### src/hw/rtl/forward_reverse_power_swr_meter_macros.svh
// Assertion macros for the forward/reverse power and SWR meter.
// No dependencies; included by the files that carry assertions.
`ifndef FORWARD_REVERSE_POWER_SWR_METER_MACROS_SVH
`define FORWARD_REVERSE_POWER_SWR_METER_MACROS_SVH

`ifndef NO_ASSERTIONS
// Property checked on the rising clock edge, off while in reset.
`define FRSM_ASSERT(lbl, prop, msg) \
  lbl: assert property (@(posedge clk_i) disable iff (!rst_ni) (prop)) else $error(msg);
// Implication checked on the rising clock edge, off while in reset.
`define FRSM_ASSERT_IMP(lbl, ante, cons, msg) \
  lbl: assert property (@(posedge clk_i) disable iff (!rst_ni) (ante) |-> (cons)) \
    else $error(msg);
`else
`define FRSM_ASSERT(lbl, prop, msg)
`define FRSM_ASSERT_IMP(lbl, ante, cons, msg)
`endif

`endif

### src/hw/rtl/frsm_pkg.sv
// Widths, constants and pipeline depths of the power and SWR meter.
// No dependencies.
package frsm_pkg;

  localparam int unsigned MV_W    = 12;
  localparam int unsigned SQ_W    = 2 * MV_W;
  localparam int unsigned PWR_W   = 18;
  localparam int unsigned SWR_W   = 15;
  localparam int unsigned SWR_FRAC = 8;
  localparam int unsigned NUM_W   = MV_W + 1 + SWR_FRAC;

  localparam logic [PWR_W-1:0] PWR_MAX = {PWR_W{1'b1}};
  localparam logic [SWR_W-1:0] SWR_SAT = SWR_W'(25344);
  localparam logic [MV_W-1:0]  SWR_MIN_FWD = MV_W'(30);

  // clamp of the reflection ratio at 49/50
  localparam int unsigned RHO_NUM = 49;
  localparam int unsigned RHO_DEN = 50;
  localparam int unsigned RHO_W   = MV_W + 6;

  // divide by 90 through a reciprocal and one correction
  localparam int unsigned PWR_DIV   = 90;
  localparam int unsigned RECIP_SH  = 30;
  localparam int unsigned RECIP_W   = 24;
  localparam logic [RECIP_W-1:0] RECIP = RECIP_W'((64'd1 << RECIP_SH) / PWR_DIV);

  // pipeline depths
  localparam int unsigned PWR_LAT = 3;
  localparam int unsigned DIV_BPS = 3;
  localparam int unsigned DIV_LAT = (SWR_W + DIV_BPS - 1) / DIV_BPS;
  localparam int unsigned PWR_DLY = DIV_LAT - PWR_LAT;
  localparam int unsigned NSTG    = DIV_LAT + 2;

endpackage

### src/hw/rtl/frsm_if.sv
// Request and result channel interfaces of the meter.
// Depends on frsm_pkg.
interface frsm_in_if;
  import frsm_pkg::*;
  logic            valid;
  logic            ready;
  logic            tx_on;
  logic [MV_W-1:0] fwd_mv;
  logic [MV_W-1:0] rev_mv;

  modport source (output valid, tx_on, fwd_mv, rev_mv, input ready);
  modport sink   (input valid, tx_on, fwd_mv, rev_mv, output ready);
endinterface

interface frsm_out_if;
  import frsm_pkg::*;
  logic             valid;
  logic             ready;
  logic             active;
  logic [PWR_W-1:0] fwd_power_mw;
  logic [PWR_W-1:0] rev_power_mw;
  logic [SWR_W-1:0] swr_q8;
  logic             swr_valid;

  modport source (output valid, active, fwd_power_mw, rev_power_mw, swr_q8, swr_valid,
                  input ready);
  modport sink   (input valid, active, fwd_power_mw, rev_power_mw, swr_q8, swr_valid,
                  output ready);
endinterface

### src/hw/rtl/frsm_pwr.sv
// Three-stage pipeline computing floor(mv*mv/90), saturated to the power width.
// Depends on frsm_pkg.
module frsm_pwr (
  input  logic                      clk_i,
  input  logic                      en_i,
  input  logic [frsm_pkg::MV_W-1:0]  mv_i,
  output logic [frsm_pkg::PWR_W-1:0] pwr_o
);
  import frsm_pkg::*;

  localparam int unsigned PROD_W = SQ_W + RECIP_W;
  localparam int unsigned QE_W   = SQ_W + 1 - 6;

  logic [SQ_W-1:0]  sq_q, sq2_q;
  logic [QE_W-1:0]  qe_q;
  logic [PROD_W-1:0] prod;
  logic [SQ_W:0]    back, rem;
  logic [QE_W:0]    quo;
  logic [PWR_W-1:0] pwr_d, pwr_q;

  // estimate is floor or floor - 1; one compare fixes it
  assign prod = PROD_W'(sq_q) * PROD_W'(RECIP);
  assign back = (SQ_W + 1)'(qe_q) * (SQ_W + 1)'(PWR_DIV);
  assign rem  = {1'b0, sq2_q} - back;

  always_comb begin
    quo = {1'b0, qe_q};
    if (rem >= (SQ_W + 1)'(PWR_DIV)) begin
      quo = quo + 1'b1;
    end
    if (quo > (QE_W + 1)'(PWR_MAX)) begin
      pwr_d = PWR_MAX;
    end else begin
      pwr_d = PWR_W'(quo);
    end
  end

  always_ff @(posedge clk_i) begin
    if (en_i) begin
      sq_q  <= SQ_W'(mv_i) * SQ_W'(mv_i);
      qe_q  <= QE_W'(prod >> RECIP_SH);
      sq2_q <= sq_q;
      pwr_q <= pwr_d;
    end
  end

  assign pwr_o = pwr_q;

endmodule

### src/hw/rtl/frsm_div.sv
// Pipelined restoring divider: DIV_BPS quotient bits per stage, DIV_LAT stages.
// Depends on frsm_pkg. Quotient must fit SWR_W bits for the result to hold.
module frsm_div (
  input  logic                      clk_i,
  input  logic                      en_i,
  input  logic [frsm_pkg::NUM_W-1:0] num_i,
  input  logic [frsm_pkg::MV_W-1:0]  den_i,
  output logic [frsm_pkg::SWR_W-1:0] quo_o
);
  import frsm_pkg::*;

  localparam int unsigned CMP_W = MV_W + SWR_W;
  localparam int unsigned BIT_W = $clog2(SWR_W);

  typedef struct packed {
    logic [NUM_W-1:0] rem;
    logic [MV_W-1:0]  den;
    logic [SWR_W-1:0] quo;
  } dstg_t;

  function automatic dstg_t div_step(dstg_t x, logic [BIT_W-1:0] bitn);
    logic [CMP_W-1:0] dsh;
    dstg_t y;
    y   = x;
    dsh = CMP_W'(x.den) << bitn;
    if (CMP_W'(x.rem) >= dsh) begin
      y.rem       = x.rem - NUM_W'(dsh);
      y.quo[bitn] = 1'b1;
    end
    return y;
  endfunction

  dstg_t src [DIV_LAT];
  dstg_t stg_d [DIV_LAT];
  dstg_t stg_q [DIV_LAT];

  assign src[0] = '{rem: num_i, den: den_i, quo: '0};
  for (genvar g = 1; g < DIV_LAT; g++) begin : g_src
    assign src[g] = stg_q[g-1];
  end

  always_comb begin
    for (int s = 0; s < DIV_LAT; s++) begin
      stg_d[s] = src[s];
      for (int j = 0; j < DIV_BPS; j++) begin
        if (s * DIV_BPS + j < SWR_W) begin
          stg_d[s] = div_step(stg_d[s], BIT_W'(SWR_W - 1 - (s * DIV_BPS + j)));
        end
      end
    end
  end

  always_ff @(posedge clk_i) begin
    if (en_i) begin
      for (int s = 0; s < DIV_LAT; s++) begin
        stg_q[s] <= stg_d[s];
      end
    end
  end

  assign quo_o = stg_q[DIV_LAT-1].quo;

endmodule

### src/hw/rtl/forward_reverse_power_swr_meter.sv
// Forward/reverse power and SWR meter, top level.
// One request per cycle while the result side is not stalled; a stall holds the whole pipeline.
// The depth is set by 7 register stages: the 5-stage divider (3 quotient bits per
// stage) plus an input stage and an output register; power runs in a 3-stage unit and a delay line.
// Reset (rst_ni low, asynchronous) empties the pipeline; payload is not reset.
// Depends on frsm_pkg, frsm_if, frsm_pwr, frsm_div and the macros header.
`include "forward_reverse_power_swr_meter_macros.svh"

module forward_reverse_power_swr_meter (
  input  logic       clk_i,
  input  logic       rst_ni,
  frsm_in_if.sink    in_i,
  frsm_out_if.source out_o
);
  import frsm_pkg::*;

  typedef struct packed {
    logic tx;
    logic ok;
    logic sat;
  } side_t;

  logic                en;
  logic [NSTG-1:0]     vld_q;

  // input stage
  side_t               side_d;
  side_t               side_q [DIV_LAT+1];
  logic [MV_W-1:0]     fwd_q, rev_q;
  logic [NUM_W-1:0]    num_q;
  logic [MV_W-1:0]     den_q;

  logic [PWR_W-1:0]    fwdp, revp;
  logic [PWR_W-1:0]    fwdp_q [PWR_DLY];
  logic [PWR_W-1:0]    revp_q [PWR_DLY];
  logic [SWR_W-1:0]    quo;
  side_t               side_l;

  logic                act_q, swrv_q;
  logic [PWR_W-1:0]    fwdo_q, revo_q;
  logic [SWR_W-1:0]    swr_d, swr_q;

  assign en       = !vld_q[NSTG-1] || out_o.ready;
  assign in_i.ready = en;

  always_comb begin
    side_d.tx  = in_i.tx_on;
    side_d.ok  = (in_i.fwd_mv > SWR_MIN_FWD) && (in_i.rev_mv < in_i.fwd_mv);
    side_d.sat = (RHO_W'(in_i.rev_mv) * RHO_W'(RHO_DEN))
               > (RHO_W'(in_i.fwd_mv) * RHO_W'(RHO_NUM));
  end

  always_ff @(posedge clk_i or negedge rst_ni) begin
    if (!rst_ni) begin
      vld_q <= '0;
    end else if (en) begin
      vld_q <= {vld_q[NSTG-2:0], in_i.valid};
    end
  end

  always_ff @(posedge clk_i) begin
    if (en) begin
      side_q[0] <= side_d;
      fwd_q     <= in_i.fwd_mv;
      rev_q     <= in_i.rev_mv;
      num_q     <= (NUM_W'(in_i.fwd_mv) + NUM_W'(in_i.rev_mv)) << SWR_FRAC;
      den_q     <= in_i.fwd_mv - in_i.rev_mv;
      for (int k = 1; k <= DIV_LAT; k++) begin
        side_q[k] <= side_q[k-1];
      end
      fwdp_q[0] <= fwdp;
      revp_q[0] <= revp;
      for (int k = 1; k < PWR_DLY; k++) begin
        fwdp_q[k] <= fwdp_q[k-1];
        revp_q[k] <= revp_q[k-1];
      end
    end
  end

  frsm_pwr u_pwr_fwd (
    .clk_i (clk_i),
    .en_i  (en),
    .mv_i  (fwd_q),
    .pwr_o (fwdp)
  );

  frsm_pwr u_pwr_rev (
    .clk_i (clk_i),
    .en_i  (en),
    .mv_i  (rev_q),
    .pwr_o (revp)
  );

  frsm_div u_div (
    .clk_i (clk_i),
    .en_i  (en),
    .num_i (num_q),
    .den_i (den_q),
    .quo_o (quo)
  );

  assign side_l = side_q[DIV_LAT];

  // near-total reflection clamps at 99.0
  always_comb begin
    swr_d = '0;
    if (side_l.tx && side_l.ok) begin
      if (side_l.sat || quo > SWR_SAT) begin
        swr_d = SWR_SAT;
      end else begin
        swr_d = quo;
      end
    end
  end

  always_ff @(posedge clk_i) begin
    if (en) begin
      act_q  <= side_l.tx;
      swrv_q <= side_l.tx && side_l.ok;
      swr_q  <= swr_d;
      fwdo_q <= side_l.tx ? fwdp_q[PWR_DLY-1] : '0;
      revo_q <= side_l.tx ? revp_q[PWR_DLY-1] : '0;
    end
  end

  assign out_o.valid        = vld_q[NSTG-1];
  assign out_o.active       = act_q;
  assign out_o.fwd_power_mw = fwdo_q;
  assign out_o.rev_power_mw = revo_q;
  assign out_o.swr_q8       = swr_q;
  assign out_o.swr_valid    = swrv_q;

  `FRSM_ASSERT(a_ready_follows_out, in_i.ready == (!out_o.valid || out_o.ready), "request ready does not follow result side")
  `FRSM_ASSERT_IMP(a_stall_holds, !en, ##1 $stable(vld_q), "pipeline moved during a stall")
  `FRSM_ASSERT_IMP(a_swr_range, out_o.valid, (out_o.swr_q8 <= SWR_SAT) && (!out_o.swr_valid || out_o.active), "SWR result out of range or without transmit")

endmodule

### src/flat_wrapper.sv
// flat-port wrapper written by rule: the top's interface ports become plain ports
module forward_reverse_power_swr_meter_flat import frsm_pkg::*;
  (clk_i, rst_ni, in_i_valid, in_i_tx_on, in_i_fwd_mv, in_i_rev_mv, in_i_ready, out_o_valid, out_o_active, out_o_fwd_power_mw, out_o_rev_power_mw, out_o_swr_q8, out_o_swr_valid, out_o_ready);
  frsm_in_if in_i_i ();
  frsm_out_if out_o_i ();
  input  logic clk_i;
  input  logic rst_ni;
  input wire logic [$bits(in_i_i.valid)-1:0] in_i_valid;
  input wire logic [$bits(in_i_i.tx_on)-1:0] in_i_tx_on;
  input wire logic [$bits(in_i_i.fwd_mv)-1:0] in_i_fwd_mv;
  input wire logic [$bits(in_i_i.rev_mv)-1:0] in_i_rev_mv;
  output wire logic [$bits(in_i_i.ready)-1:0] in_i_ready;
  output wire logic [$bits(out_o_i.valid)-1:0] out_o_valid;
  output wire logic [$bits(out_o_i.active)-1:0] out_o_active;
  output wire logic [$bits(out_o_i.fwd_power_mw)-1:0] out_o_fwd_power_mw;
  output wire logic [$bits(out_o_i.rev_power_mw)-1:0] out_o_rev_power_mw;
  output wire logic [$bits(out_o_i.swr_q8)-1:0] out_o_swr_q8;
  output wire logic [$bits(out_o_i.swr_valid)-1:0] out_o_swr_valid;
  input wire logic [$bits(out_o_i.ready)-1:0] out_o_ready;
  assign in_i_i.valid = in_i_valid;
  assign in_i_i.tx_on = in_i_tx_on;
  assign in_i_i.fwd_mv = in_i_fwd_mv;
  assign in_i_i.rev_mv = in_i_rev_mv;
  assign in_i_ready = in_i_i.ready;
  assign out_o_valid = out_o_i.valid;
  assign out_o_active = out_o_i.active;
  assign out_o_fwd_power_mw = out_o_i.fwd_power_mw;
  assign out_o_rev_power_mw = out_o_i.rev_power_mw;
  assign out_o_swr_q8 = out_o_i.swr_q8;
  assign out_o_swr_valid = out_o_i.swr_valid;
  assign out_o_i.ready = out_o_ready;
  forward_reverse_power_swr_meter u_core (.clk_i(clk_i), .rst_ni(rst_ni), .in_i(in_i_i), .out_o(out_o_i));
endmodule
### config.mk
export PLATFORM = sky130hd
export DESIGN_NAME = forward_reverse_power_swr_meter_flat
export DESIGN_NICKNAME = d
export VERILOG_FILES = /design/src/hw/rtl/frsm_pkg.sv /design/src/hw/rtl/frsm_if.sv /design/src/hw/rtl/frsm_pwr.sv /design/src/hw/rtl/frsm_div.sv /design/src/hw/rtl/forward_reverse_power_swr_meter.sv /design/src/flat_wrapper.sv
export VERILOG_INCLUDE_DIRS = /design/src /design/src/hw/rtl
export SDC_FILE = /design/constraint.sdc
export NUM_CORES = 2
export LEC_CHECK = 0
export BUFFER_PORTS_ARGS = -buffer_cell sky130_fd_sc_hd__buf_2
export CELL_PAD_IN_SITES_DETAIL_PLACEMENT = 1
export CELL_PAD_IN_SITES_GLOBAL_PLACEMENT = 2
export CORE_MARGIN = 2
export CORE_UTILIZATION = 47
export DETAILED_ROUTE_END_ITERATION = 10
export GPL_ROUTABILITY_DRIVEN = 0
export GPL_TIMING_DRIVEN = 0
export PLACE_DENSITY = 0.95
export REMOVE_ABC_BUFFERS = 1
export SLEW_MARGIN = 5
export SYNTH_ARGS = -nofsm -noshare
export SYNTH_HDL_FRONTEND = slang
export SYNTH_SLANG_ARGS = --single-unit
### constraint.sdc
create_clock -name clk_i -period 47.7 [get_ports clk_i]
set_input_delay 9.54 -clock clk_i [delete_from_list [all_inputs] [get_ports clk_i]]
set_output_delay 9.54 -clock clk_i [all_outputs]
set_load 0.005 [all_outputs]
## Word-level counts from Yosys, hierarchy flattened

Memory sizes are Yosys's and may differ from the RTL's. A register that Yosys moved wholly into a read port is not among the register bits.
Cells that the tools add are included.

| cells by class | value |
|---|---|
| $add $sub $neg | 21 |
| multipliers | 8 |
| magnitude comparators | 23 |
| multiplexer cells | 35 |
| bitwise gates (word level) | 1 |
| reductions and logical operators | 8 |

Operators with widths:

| cell | count |
|---|---|
| 21-bit two-way mux | 15 |
| 21-bit subtractor | 6 |
| 24-bit by 19-bit multiplier with 43-bit output (second input constant) | 2 |
| 25-bit by 7-bit greater-or-equal comparator with 1-bit output (second input constant) | 2 |
| 24-bit by 25-bit subtractor with 25-bit output | 2 |
| 12-bit by 12-bit multiplier with 24-bit output | 2 |
| 18-bit by 6-bit multiplier with 24-bit output (second input constant) | 2 |
| 20-bit by 18-bit greater-than comparator with 1-bit output (second input constant) | 2 |
| 18-bit by 1-bit adder with 19-bit output (second input constant) | 2 |
| 19-bit two-way mux | 2 |
| 21-bit by 26-bit greater-or-equal comparator with 1-bit output | 1 |
| 21-bit by 25-bit greater-or-equal comparator with 1-bit output | 1 |
| 21-bit by 24-bit greater-or-equal comparator with 1-bit output | 1 |
| 21-bit by 23-bit greater-or-equal comparator with 1-bit output | 1 |
| 21-bit by 22-bit greater-or-equal comparator with 1-bit output | 1 |
| 21-bit by 12-bit greater-or-equal comparator with 1-bit output | 1 |
| 21-bit by 13-bit greater-or-equal comparator with 1-bit output | 1 |
| 21-bit by 14-bit greater-or-equal comparator with 1-bit output | 1 |
| 21-bit by 15-bit greater-or-equal comparator with 1-bit output | 1 |
| 21-bit by 16-bit greater-or-equal comparator with 1-bit output | 1 |
| 21-bit by 17-bit greater-or-equal comparator with 1-bit output | 1 |
| 21-bit by 18-bit greater-or-equal comparator with 1-bit output | 1 |
| 21-bit by 19-bit greater-or-equal comparator with 1-bit output | 1 |
| 21-bit by 20-bit greater-or-equal comparator with 1-bit output | 1 |
| other kinds (25) | 45 |

| word-level totals | value |
|---|---|
| bits in registers | 241 |
| RAM bits | 330 |
| input port bits | 29 |
| output and inout port bits | 55 |
| logic and storage cells | 117 |
| memories kept | 4 |

Memory list:

| memory | depth | bits a word | rd ports | clocked after memory_dff | write ports | RTL line | text |
|---|---|---|---|---|---|---|---|
| u_core.u_div.stg_q | 5 | 48 | 5 | 0 | 5 | frsm_div.sv:35 | `dstg_t stg_q [DIV_LAT];` |
| u_core.fwdp_q | 2 | 18 | 2 | 1 | 2 | forward_reverse_power_swr_meter.sv:34 | `logic [PWR_W-1:0] fwdp_q [PWR_DLY];` |
| u_core.revp_q | 2 | 18 | 2 | 1 | 2 | forward_reverse_power_swr_meter.sv:35 | `logic [PWR_W-1:0] revp_q [PWR_DLY];` |
| u_core.side_q | 6 | 3 | 6 | 0 | 6 | forward_reverse_power_swr_meter.sv:28 | `side_t side_q [DIV_LAT+1];` |

## Longest topological paths before layout

An unclocked memory read counts as a cell.

| depth | value |
|---|---|
| depth in word-level cells | 7 |
| depth in mapped cells | 42 |
| gate-level depth less buffers | 40 |

## Cells and area by module

Synthesis repeated with hierarchy kept, for this count alone.

| unflattened totals | value |
|---|---|
| cells, all modules | 5658 |
| area total of the unflattened synthesis | 58979.1 sq um |

By module, submodules not included:

| module | times used | cells each | area an instance (sq um) | sequential area each (sq um) |
|---|---|---|---|---|
| frsm_pwr (u_core.u_pwr_rev) | 1 | 1729 | 16883.7 | 2462.4 |
| frsm_pwr (u_core.u_pwr_fwd) | 1 | 1663 | 16677.2 | 2462.4 |
| frsm_div | 1 | 1506 | 15065.7 | 5315.1 |
| forward_reverse_power_swr_meter | 1 | 760 | 10352.4 | 5910.7 |

## Worst setup path after synthesis

OpenSTA, ideal clock, no wires.

| timing path | value |
|---|---|
| path type | in2out |
| from | in out_o_ready |
| to | out in_i_ready |
| data arrival time | 23.503 ns |
| required time | 38.160 ns |
| setup slack | 14.657 ns |
| cell stages on the path | 2 |
| buffers on the path | 1 |
| cell sequence | nand2b_1 clkbuf_1 |

| between the ends | value |
|---|---|
| cells in the longest elaborated chain, start to end | 1 |

RTL lines:

| item | RTL line | text |
|---|---|---|
| start, declared | flat_wrapper.sv:19 | `input wire logic [$bits(out_o_i.ready)-1:0] out_o_ready;` |
| 1-bit logical OR | forward_reverse_power_swr_meter.sv:43 | `assign en = !vld_q[NSTG-1] \|\| out_o.ready;` |
| end, declared | flat_wrapper.sv:12 | `output wire logic [$bits(in_i_i.ready)-1:0] in_i_ready;` |

No other way between the ends.

## Worst setup path in the final report

Ends and elaborated chain as after synthesis.

==> results.rst <==
.. list-table::
   :header-rows: 1

   * - Metric
     - Value
   * - Worst min-delay path class
     - reg -> reg
   * - Slew at the pin with the worst max-slew slack
     - 1.30 ns
   * - Starting density of the core
     - 0.474
   * - Tcrit/Tclk final
     - 0.452
   * - Final WS setup
     - 26.12 ns
   * - TritonCTS clock tree
     - yes
   * - Die Wd
     - 352 um
   * - Top area cells in the synthesized netlist
     - sky130_fd_sc_hd__edfxtp_1 (27%), sky130_fd_sc_hd__ha_1 (19%), sky130_fd_sc_hd__fa_1 (19%)
   * - Slowest stage delay, CP
     - 0.50 ns
   * - Kind of end point of the critical path
     - primary output
   * - CP bufs+invs
     - 7
   * - Inserted Clock Buffers
     - 59
   * - Number of vias per cell
     - 5.37
   * - Clock input transition at the sequential cells of the worst setup and hold paths
     - 0.06 ns
   * - Aggregate routed wire length
     - 135,000 um
   * - Share of synthesized area occupied by flip-flops and latches
     - 0.270
   * - Maximum number of buffers from clock root to sink
     - 3
   * - Cell total after placement
     - 7,167
   * - Layout-stage area growth over the synthesis result
     - 8.00%
   * - Synth Cell Area
     - 0.0568 mm2
   * - Fraction of layout cells with a size suffix above 1
     - 0.0577
   * - Worst setup path class
     - in -> out
   * - Synthesized flop and latch total
     - 512
   * - Post-synth EDFFs
     - 505
   * - Final clock skew
     - 0.0325 ns
   * - Count of cell types in the netlist
     - 93
   * - Master of the slowest instance on the critical path
     - sky130_fd_sc_hd__nand2b_4
   * - Post-layout minimum cycle time
     - 21.58 ns
   * - Outcome
     - finished, final reports clean
   * - Wire length of the first global-routing pass
     - 223,000 um
   * - Vias in the first global route
     - 43,841
   * - Number of antenna-violating nets in the routed design
     - 0
   * - Number of buffers inserted by post-CTS setup repair
     - 0
   * - Relative max-transition margin
     - 0.125
   * - Endpoint required time on the critical path
     - 38.16 ns
   * - Setup slack at placement
     - 26.07 ns
   * - GRT Util Overall
     - 0.223
   * - Number of design-rule violations left by the first detailed-router iteration
     - 1,475
   * - Vias after detailed routing
     - 39,111
   * - Largest fanout on the critical path
     - 69
   * - Post-Layout Cell Count
     - 7,278
   * - Data arrival time of the worst path
     - 12.04 ns
   * - Number of instances in the synthesized netlist
     - 5,522
   * - Total of fill cells in the finished design
     - 13,255
   * - Max-cap check violation count
     - 0
   * - RSZ-0062 raised after global routing
     - false
   * - Clock root buffer master
     - sky130_fd_sc_hd__clkbuf_16
   * - Area enclosed by the die boundary
     - 0.124 mm2
   * - Wirelength per Cell
     - 18.5 um
   * - DRC errors left
     - 0
   * - Cell accounting for the most synthesized area
     - sky130_fd_sc_hd__edfxtp_1
   * - Timing-limited maximum frequency
     - 46.3 MHz
   * - Count of hold buffers inserted by post-cts repair
     - 0
   * - Sum Neg Setup Slack
     - 0 ns
   * - Worst path top cell family by delay
     - buffers and inverters
   * - Die outline height
     - 352 um
   * - Average size of a mapped cell
     - 10.3 um2
   * - Number of instances resized during post-cts repair
     - 0
   * - Cells along the critical path
     - buf_2, nand2b_4, buf_16, buf_12, buf_16, buf_16, buf_16, buf_2
   * - Number of warning messages in the yosys log
     - 0
   * - Pin count of the biggest net entering global routing
     - 71
   * - Startpoint types
     - input port
   * - Final Net Count
     - 7,067
   * - Initial antenna violation count
     - 2
   * - Final antenna diode count
     - 0
   * - Aggregate global routing overflow
     - 0
   * - Prevailing post-synth register cell
     - sky130_fd_sc_hd__edfxtp_1
   * - Crit path top cell by count
     - sky130_fd_sc_hd__buf_16
   * - Core Rows
     - 127
   * - Post-DP HPWL
     - 112,000 um
   * - Number of optimization iterations in the first detailed-route pass
     - 7
   * - Fraction of synthesized cell area taken by the top area cell type
     - 0.267
   * - Ports
     - 84
   * - Number of failing setup endpoints in the final timing report
     - 0
   * - Total count of hold-check failures in the final report
     - 0
   * - Skew-Pair Late Insertion Delay
     - 0.69 ns
   * - Clock Sink Count
     - 512
   * - Number of H-tree levels
     - 2
   * - Final Max Slew Viols
     - 0
   * - Buffers added on ports
     - 83
   * - Floorplan core area
     - 0.120 mm2
   * - Post-synthesis async set-or-reset flop share
     - 0.0137
## worst paths after layout
kind | start | to | slack, ns | cells past startpoint
max | out_o_ready | in_i_ready | 26.12 | 8
min | u_core.u_div.stg_q[0][109] | u_core.u_div.stg_q[0][157] | 0.39 | 0
max reg2reg | u_core.u_div.stg_q[0][111] | u_core.u_div.stg_q[0][188] | 37.85 | 31
min reg2reg | u_core.u_div.stg_q[0][109] | u_core.u_div.stg_q[0][157] | 0.39 | 0
max in group asynchronous | rst_ni | u_core.vld_q[3] | 38.87 | 1
min in group asynchronous | rst_ni | u_core.vld_q[2] | 8.67 | 1
## per-stage QoR
stage,area (um2),utilization,hold WS (ns)
after detailed placement,59200,0.494,0.406
after global routing,61400,0.511,0.406
after floorplan,56500,-,0.400
final,61400,0.511,0.393
after CTS,61300,0.511,0.392
after global placement,59000,0.492,0.401
## layout make-up
cell class / count / area (um2) / share of cell area
multi-input cells: 3837 / 37100 / 0.604
clock buffers: 73 / 1560 / 0.0254
clock inverters: 37 / 532 / 0.00867
inverters: 1111 / 4170 / 0.0680
repair buffers: 96 / 678 / 0.0111
well taps: 1612 / 2020 / 0.0329
flip-flops and latches: 512 / 15300 / 0.250
## layer usage
layer / track usage / wire length [um]
met3: 0.0217 / 3330
met4: 0.0553 / 3200
met2: 0.402 / 66700
met1: 0.287 / 61300
met5: 0 / 0
## worst register-to-register path: cells and delay by family, from the launching register on
| kind | cells | cell delay [ns] |
|---|---|---|
| fa+ha+maj | 3 | 1.22 |
| buf+inv | 4 | 0.87 |
| simple gates | 9 | 3.26 |
| flops | 1 | 0.57 |
| compound gates | 14 | 3.52 |
| xor+xnor | 1 | 0.13 |
## cell usage after synthesis (all sizes together) (47+ instances only)
master and n:
nand3 58, edfxtp 505, nor2 233, o21ai 195, nand2b 53, clkbuf 53, ha 875, nor3 81
a21oi 271, o21a 50, nand2 260, nand4 47, a21o 113, inv 1110, and2 166, xor2 94
mux2 84, nor2b 59, o21bai 48, xnor2 186, fa 546
## sequential cells by signal, summed over array words and instances, names as in the netlist
signal                     cells
u_core.out_o.swr_valid         1
u_core.rev_q                  12
u_core.den_q                  12
u_core.fwd_q                  12
u_core.num_q                  12
u_core.u_pwr_rev.pwr_o        18
u_core.u_pwr_fwd.sq2_q        23
u_core.u_pwr_fwd.pwr_o        18
u_core.u_pwr_rev.sq_q         23
u_core.u_pwr_fwd.qe_q         18
u_core.u_pwr_rev.sq2_q        23
u_core.side_q                 18
u_core.u_pwr_fwd.sq_q         23
u_core.revp_q                 36
u_core.u_div.stg_q           150
u_core.out_o.swr_q8           15
u_core.fwdp_q                 36
u_core.out_o.fwd_power_mw     18
u_core.out_o.active            1
u_core.vld_q                   7
u_core.u_pwr_rev.qe_q         18
u_core.out_o.rev_power_mw     18
## cells by family (layout without fill, tap and decap cells)
logic type,after synthesis,in the layout,synth area share
compound gates,915,915,0.104
xor+xnor,280,280,0.0432
fa+ha+maj,1421,1421,0.385
buf+inv,1182,1317,0.0789
flops,512,512,0.270
mux,95,95,0.0186
other cells,2,11,0.000132
simple gates,1115,1115,0.100
## layout by cell type (no fill, tap or decap), types with 48 or more instances in the layout
| cell type | count |
|---|---|
| sky130_fd_sc_hd__inv_1 | 1109 |
| sky130_fd_sc_hd__ha_1 | 875 |
| sky130_fd_sc_hd__fa_1 | 546 |
| sky130_fd_sc_hd__edfxtp_1 | 505 |
| sky130_fd_sc_hd__a21oi_1 | 270 |
| sky130_fd_sc_hd__nand2_1 | 260 |
| sky130_fd_sc_hd__nor2_1 | 233 |
| sky130_fd_sc_hd__xnor2_1 | 186 |
| sky130_fd_sc_hd__o21ai_0 | 175 |
| sky130_fd_sc_hd__and2_1 | 166 |
| sky130_fd_sc_hd__a21o_1 | 113 |
| sky130_fd_sc_hd__xor2_1 | 94 |
| sky130_fd_sc_hd__buf_2 | 84 |
| sky130_fd_sc_hd__mux2_2 | 82 |
| sky130_fd_sc_hd__nor3_1 | 79 |
| sky130_fd_sc_hd__nor2b_1 | 59 |
| sky130_fd_sc_hd__clkbuf_16 | 59 |
| sky130_fd_sc_hd__nand3_1 | 58 |
| sky130_fd_sc_hd__nand2b_1 | 52 |
| sky130_fd_sc_hd__o21a_1 | 50 |
| sky130_fd_sc_hd__o21bai_1 | 48 |
Power is left out: the tool's default activity adds up to more than one toggle a clock period on the data nets, which glitch-free logic cannot reach.
